===== src/design/lppoc_pkg.sv =====
// Shared types and constants for the long-press power-off controller.
`default_nettype none

package lppoc_pkg;

   // Configuration register indexes.
   localparam logic [1:0] CSR_DEBOUNCE_MS   = 2'd0;
   localparam logic [1:0] CSR_HOLD_MS       = 2'd1;
   localparam logic [1:0] CSR_INDICATION_MS = 2'd2;
   localparam logic [1:0] CSR_PRESS_LEVEL   = 2'd3;

   // Configuration reset values.
   localparam logic [7:0]  DEBOUNCE_MS_RESET   = 8'd50;
   localparam logic [15:0] HOLD_MS_RESET       = 16'd3000;
   localparam logic [15:0] INDICATION_MS_RESET = 16'd800;
   localparam logic        PRESS_LEVEL_RESET   = 1'b0;

   // Raw level of a released button with its pull-up.
   localparam logic RAW_RESET = 1'b1;

   typedef enum logic [1:0] {
      MODE_NORMAL     = 2'd0,
      MODE_HOLDING    = 2'd1,
      MODE_INDICATING = 2'd2,
      MODE_OFF        = 2'd3
   } mode_type;

   typedef enum logic [1:0] {
      EVT_NONE    = 2'd0,
      EVT_PRESS   = 2'd1,
      EVT_RELEASE = 2'd2
   } event_type;

   // Configuration as seen by the step logic.
   typedef struct packed {
      logic [7:0]  debounce_ms;
      logic [15:0] hold_ms;
      logic [15:0] indication_ms;
      logic        press_level;
   } cfg_type;

   // Controller state carried from tick to tick.
   typedef struct packed {
      logic        last_raw;
      logic        debounce_busy;
      logic [7:0]  debounce_left;
      mode_type    power_mode;
      logic [15:0] timer_left;
      logic        timer_running;
   } state_type;

   // One result beat.
   typedef struct packed {
      mode_type  mode;
      event_type button_event;
      logic      blink_start;
      logic      shutdown_now;
   } result_type;

endpackage

`default_nettype wire


===== src/design/lppoc_step.sv =====
// Next-state and result logic for one millisecond tick of the controller.
`default_nettype none

module lppoc_step (
   input  var lppoc_pkg::cfg_type    cfg,
   input  var lppoc_pkg::state_type  state_cur,
   input  wire logic                 button_raw,
   output lppoc_pkg::state_type      state_nxt,
   output lppoc_pkg::result_type     result
);

   logic [15:0]          timer_dec;
   logic [7:0]           debounce_dec;
   lppoc_pkg::event_type evt;
   logic                 blink;
   logic                 shut;
   lppoc_pkg::state_type s;

   assign timer_dec    = (state_cur.timer_left != 16'd0) ?
                         state_cur.timer_left - 16'd1 : 16'd0;
   assign debounce_dec = (state_cur.debounce_left != 8'd0) ?
                         state_cur.debounce_left - 8'd1 : 8'd0;

   always_comb begin
      s     = state_cur;
      evt   = lppoc_pkg::EVT_NONE;
      blink = 1'b0;
      shut  = 1'b0;

      // The power timer counts down first; expiry while indicating powers off.
      if (state_cur.timer_running) begin
         s.timer_left = timer_dec;
         if (timer_dec == 16'd0) begin
            s.timer_running = 1'b0;
            if (state_cur.power_mode == lppoc_pkg::MODE_INDICATING) begin
               s.power_mode = lppoc_pkg::MODE_OFF;
               shut         = 1'b1;
            end
         end
      end

      // Debouncer: sample at the end of a window, or open one on a change.
      if (state_cur.debounce_busy) begin
         s.debounce_left = debounce_dec;
         if (debounce_dec == 8'd0) begin
            s.debounce_busy = 1'b0;
            evt = (button_raw == cfg.press_level) ? lppoc_pkg::EVT_PRESS
                                                  : lppoc_pkg::EVT_RELEASE;
         end
      end else if (button_raw != state_cur.last_raw) begin
         s.debounce_busy = 1'b1;
         s.debounce_left = (cfg.debounce_ms != 8'd0) ? cfg.debounce_ms : 8'd1;
      end
      s.last_raw = button_raw;

      // Mode logic on the debounced event of this tick.
      case (evt)
         lppoc_pkg::EVT_PRESS: begin
            if (s.power_mode == lppoc_pkg::MODE_NORMAL) begin
               s.timer_left    = (cfg.hold_ms != 16'd0) ? cfg.hold_ms : 16'd1;
               s.timer_running = 1'b1;
               s.power_mode    = lppoc_pkg::MODE_HOLDING;
            end
         end
         lppoc_pkg::EVT_RELEASE: begin
            if (s.power_mode == lppoc_pkg::MODE_HOLDING) begin
               if (s.timer_running) begin
                  // Released too early: abort.
                  s.timer_running = 1'b0;
                  s.timer_left    = 16'd0;
                  s.power_mode    = lppoc_pkg::MODE_NORMAL;
               end else begin
                  blink           = 1'b1;
                  s.timer_left    = (cfg.indication_ms != 16'd0) ?
                                    cfg.indication_ms : 16'd1;
                  s.timer_running = 1'b1;
                  s.power_mode    = lppoc_pkg::MODE_INDICATING;
               end
            end
         end
         default: begin
         end
      endcase

      state_nxt           = s;
      result.mode         = s.power_mode;
      result.button_event = evt;
      result.blink_start  = blink;
      result.shutdown_now = shut;
   end

endmodule

`default_nettype wire


===== src/design/long_press_power_off_controller_top.sv =====
// Top level of the long-press power-off controller with button debounce.
`default_nettype none

// Each request beat is one millisecond tick carrying the raw button level, and
// each one produces exactly one response beat with the mode after that tick,
// the debounced button event and the blink and shutdown pulses. The controller
// state and the response register update on the edge that accepts the beat,
// so a new tick can be taken every cycle as long as the response register is
// empty or being emptied in the same cycle. The response is registered and
// appears in the cycle after the request is accepted. Configuration
// registers reset to debounce 50, hold 3000, indication 800 and press level 0;
// write them only while no tick is in flight.
module long_press_power_off_controller_top (
   input  wire logic        clock,
   input  wire logic        reset,
   // Configuration write port.
   input  wire logic        csr_write_enable,
   input  wire logic [1:0]  csr_index,
   input  wire logic [15:0] csr_write_data,
   // Request channel.
   input  wire logic        req_valid,
   output logic             req_stall,
   input  wire logic        req_button_raw,
   // Response channel.
   output logic             rsp_valid,
   input  wire logic        rsp_stall,
   output logic [1:0]       rsp_mode,
   output logic [1:0]       rsp_button_event,
   output logic             rsp_blink_start,
   output logic             rsp_shutdown_now
);

   lppoc_pkg::cfg_type    cfg_ff;
   lppoc_pkg::state_type  state_ff;
   lppoc_pkg::state_type  state_in;
   lppoc_pkg::result_type result_ff;
   lppoc_pkg::result_type result_in;
   logic                  rsp_valid_ff;
   logic                  req_accept;

   // The response register can take a new beat when it is empty or draining.
   assign req_stall  = rsp_valid_ff & rsp_stall;
   assign req_accept = req_valid & ~req_stall;

   lppoc_step u_step (
      .cfg        (cfg_ff),
      .state_cur  (state_ff),
      .button_raw (req_button_raw),
      .state_nxt  (state_in),
      .result     (result_in)
   );

   // Configuration registers.
   always_ff @(posedge clock) begin
      if (reset) begin
         cfg_ff.debounce_ms   <= lppoc_pkg::DEBOUNCE_MS_RESET;
         cfg_ff.hold_ms       <= lppoc_pkg::HOLD_MS_RESET;
         cfg_ff.indication_ms <= lppoc_pkg::INDICATION_MS_RESET;
         cfg_ff.press_level   <= lppoc_pkg::PRESS_LEVEL_RESET;
      end else if (csr_write_enable) begin
         unique case (csr_index)
            lppoc_pkg::CSR_DEBOUNCE_MS:   cfg_ff.debounce_ms   <= csr_write_data[7:0];
            lppoc_pkg::CSR_HOLD_MS:       cfg_ff.hold_ms       <= csr_write_data;
            lppoc_pkg::CSR_INDICATION_MS: cfg_ff.indication_ms <= csr_write_data;
            lppoc_pkg::CSR_PRESS_LEVEL:   cfg_ff.press_level   <= csr_write_data[0];
            default: begin
            end
         endcase
      end
   end

   // Controller state advances once per accepted tick.
   always_ff @(posedge clock) begin
      if (reset) begin
         state_ff.last_raw      <= lppoc_pkg::RAW_RESET;
         state_ff.debounce_busy <= 1'b0;
         state_ff.debounce_left <= 8'd0;
         state_ff.power_mode    <= lppoc_pkg::MODE_NORMAL;
         state_ff.timer_left    <= 16'd0;
         state_ff.timer_running <= 1'b0;
      end else if (req_accept) begin
         state_ff <= state_in;
      end
   end

   // Response register and its valid flag.
   always_ff @(posedge clock) begin
      if (reset) begin
         rsp_valid_ff <= 1'b0;
      end else if (req_accept) begin
         rsp_valid_ff <= 1'b1;
      end else if (~rsp_stall) begin
         rsp_valid_ff <= 1'b0;
      end
   end

   always_ff @(posedge clock) begin
      if (req_accept) begin
         result_ff <= result_in;
      end
   end

   assign rsp_valid        = rsp_valid_ff;
   assign rsp_mode         = result_ff.mode;
   assign rsp_button_event = result_ff.button_event;
   assign rsp_blink_start  = result_ff.blink_start;
   assign rsp_shutdown_now = result_ff.shutdown_now;

endmodule

`default_nettype wire

===== config.mk =====
export PLATFORM = sky130hd
export DESIGN_NAME = long_press_power_off_controller_top
export DESIGN_NICKNAME = d
export VERILOG_FILES = /design/src/design/lppoc_pkg.sv /design/src/design/lppoc_step.sv /design/src/design/long_press_power_off_controller_top.sv
export SDC_FILE = /design/constraint.sdc
export NUM_CORES = 1
export LEC_CHECK = 0
export BUFFER_PORTS_ARGS = -buffer_cell sky130_fd_sc_hd__buf_2
export CORE_MARGIN = 5
export CORE_UTILIZATION = 43
export DETAILED_ROUTE_END_ITERATION = 7
export HOLD_SLACK_MARGIN = 0.03
export SETUP_SLACK_MARGIN = 0.2
export SYNTH_ARGS = -nofsm -noshare
export SYNTH_HDL_FRONTEND = slang
export SYNTH_SLANG_ARGS = --single-unit
export TNS_END_PERCENT = 100

===== constraint.sdc =====
create_clock -name clock -period 4.3 [get_ports clock]
set_input_delay 0.86 -clock clock [delete_from_list [all_inputs] [get_ports clock]]
set_output_delay 0.86 -clock clock [all_outputs]
set_load 0.01 [all_outputs]

==> flow_summary.json <==
{
  "status": "finished, final reports clean",
  "wl_per_cell_um": 17.0,
  "ir_worst_vdd_mv": 0.223,
  "cp_max_fo": 12,
  "synth.most_common_cell": "nand2_1",
  "vias_per_cell": 5.87,
  "grt_pass1_wl_um": 20500,
  "antenna_found_initial": 0,
  "yosysSeqAreaShare_pct": 36.6,
  "period_needed_ns": 3.77,
  "drt.antenna.violating_nets": 0,
  "fp.dieArea_um2": 12300,
  "io_buffers": 31,
  "synth_ff_type": "dfxtp_1",
  "cts_setup_buffers": 0,
  "synth.distinct_cells": 67,
  "syn-cell-area_um2": 4380,
  "yosysTopAreaCell": "dfxtp_1",
  "grt_pass1_vias": 4033,
  "die_h_um": 111,
  "end_kind": "register",
  "ys_ff_latch": 77,
  "timing.fmax_mhz": 265,
  "clkLatencyLatePin_ns": 0.36,
  "wl_um": 12200,
  "cts-root-buf": "clkbuf_8",
  "netlist_instances": 570,
  "r2r_start": "state_ff[19]$_SDFFE_PP0P_",
  "worstHoldPathType": "register to register",
  "p_per_area_nw_per_um2": 342,
  "initial_core_util_pct": 44.4,
  "rrSetupSlack_ns": 0.53,
  "hpwl_um": 8820,
  "cts_tree": "yes",
  "nets": 610,
  "synth_top_cell_area_share_pct": 32.5,
  "crit_path_start_kind": "register",
  "reg2reg_depth": 17,
  "fin_setup_tns_ns": 0,
  "synth-edff-count": 6,
  "endpoint": "state_ff[7]$_SDFFE_PP0P_",
  "syn_avg_cell_area_um2": 7.68,
  "clock_skew_ns": 0.0130,
  "crit_type": "register to register",
  "netlist_top_cells_count": "nand2_1 (92), dfxtp_1 (71), a21oi_1 (57)",
  "grt_setup_unrepaired": "false",
  "gr-total-overflow": 0,
  "htree_num_levels": 3,
  "yosys_warnings": 0,
  "slew_headroom_pct": 27.9,
  "diodes": 0,
  "dieWidth_um": 111,
  "p_leak_nw": 1.78,
  "hold_buffers": 0,
  "crit_start": "state_ff[19]$_SDFFE_PP0P_",
  "route.detailed.drc": 0,
  "synth_nets": 599,
  "total_power_w": 0.00165,
  "num_vias": 4219,
  "post-route-period-util_pct": 87.7,
  "slew_violations": 0,
  "syn2layout_area_growth_pct": 9.91,
  "grt_max_degree": 42,
  "cts.path.max_buffers": 2,
  "core.rowCount": 36,
  "async_flop_share_pct": 0,
  "n_fill_cell": 958,
  "cp_data_required_time_ns": 4.55,
  "grt_usage_pct": 20.0,
  "fin_cells": 719,
  "cts.clk_slew.worst_paths_ns": 0.08,
  "drive_above_1_share_pct": 12.8,
  "first_pass_iters": 5,
  "core_um2": 9860,
  "setup_violations": 0,
  "drv_cap": 0,
  "fin_hold_ws_ns": 0.462,
  "reg2reg_to": "state_ff[7]$_SDFFE_PP0P_",
  "place_inst": 703,
  "gp_congestion": 0.908,
  "numClockSinks": 77,
  "crit_arrival_ns": 4.02,
  "io_pins": 32,
  "hold_viol": 0,
  "cts_made_buffers": 9,
  "synth.top_cells.by_area": "dfxtp_1 (32%), nand2_1 (7.9%), a21oi_1 (6.5%), o21ai_0 (4.2%), edfxtp_1 (4.1%)",
  "tightest_slew_ns": 1.08,
  "drt-initial-drc-count": 306
}
## area by class of cell
class	count	area, µm²	area share (%)
inverters	16	60.1	1.25
flip-flops and latches	77	1600	33.3
repair buffers	39	215	4.47
well taps	133	166	3.46
multi-input cells	438	2560	53.2
clock buffers	10	138	2.86
clock inverters	6	72.6	1.51
## routing by layer
metal	vias up	routed length (µm)	global-route usage, %
met5	-	0	0
met4	0	177	6.90
met3	13	682	2.67
met2	141	5540	31.4
met1	1959	5840	28.3
li1	2106	-	-
## critical path: stages, from the launching register on
cell      delay (ns)
dfxtp_1         0.35
inv_1           0.09
ha_1            0.15
nor4b_2         0.31
and2_1          0.24
o21ai_0         0.11
nor3_1          0.18
nand4_1         0.17
nand2b_1        0.21
inv_1           0.08
ha_1            0.34
or3_1           0.44
a21boi_1        0.23
a21oi_1         0.20
a21oi_1         0.06
o21ai_0         0.19
o21ai_0         0.11
a32o_1          0.21
## where the power goes
part / internal (W) / switching, W / total, W
Clock: 0.000288 / 0.000293 / 0.000581
Combinational: 0.000108 / 0.000162 / 0.000270
Sequential: 0.000754 / 0.0000421 / 0.000796
Total: 0.00115 / 0.000497 / 0.00165
## stage by stage
stage / setup WS (ns) / cell area [µm²] / util (%)
after global routing: 0.213 / 4810 / 48.8
after CTS: 0.341 / 4810 / 48.7
after global placement: 0.360 / 4600 / 46.6
after detailed placement: 0.234 / 4600 / 46.6
final: 0.529 / 4810 / 48.8
after floorplan: 0.993 / 4380 / -
## cells in the final DEF, fill, tap and decap left out, drive strengths merged, types with 4 or more instances in the layout
cell type  instances
a211oi             9
a21oi             57
a22oi              7
a31oi              5
and3               4
buf               39
clkbuf            10
clkinv             4
dfxtp             71
edfxtp             6
ha                 5
inv               16
mux2i             13
nand2             92
nand2b             8
nand3             26
nand4              7
nor2              40
nor3              23
nor3b              4
nor4              14
o21ai             38
o221a              4
or3                5
or4                8
xnor2              7
## state kept, by name, indices dropped and copies added, names as in the netlist
name,cells
cfg_ff,41
state_ff,29
rsp_button_event,2
rsp_mode,2
rsp_blink_start,1
rsp_shutdown_now,1
rsp_valid,1
## how the worst min path moves through the flow
stage | to | start | cells past startpoint
after floorplan | cfg_ff[17]$_SDFFE_PP0P_ | cfg_ff[17]$_SDFFE_PP0P_ | 2
after global placement | cfg_ff[17]$_SDFFE_PP0P_ | cfg_ff[17]$_SDFFE_PP0P_ | 2
after detailed placement | cfg_ff[17]$_SDFFE_PP0P_ | cfg_ff[17]$_SDFFE_PP0P_ | 2
after CTS | cfg_ff[17]$_SDFFE_PP0P_ | cfg_ff[17]$_SDFFE_PP0P_ | 2
after global routing | cfg_ff[17]$_SDFFE_PP0P_ | cfg_ff[17]$_SDFFE_PP0P_ | 2
final | cfg_ff[17]$_SDFFE_PP0P_ | cfg_ff[17]$_SDFFE_PP0P_ | 2
## cells by family after synthesis
| logic type | Yosys count | synth area share (%) |
|---|---|---|
| flops | 77 | 36.6 |
| xor+xnor | 9 | 1.80 |
| compound gates | 160 | 23.5 |
| fa+ha+maj | 5 | 1.43 |
| simple gates | 248 | 27.9 |
| mux | 16 | 3.74 |
| buf+inv | 55 | 5.11 |
## repair_timing
item | in CTS | in global routing
resized for setup | 1 | 1
pin swaps | 0 | 0
endpoints found under the setup margin | 1 | 4
Power figures use the tool's default switching activity.
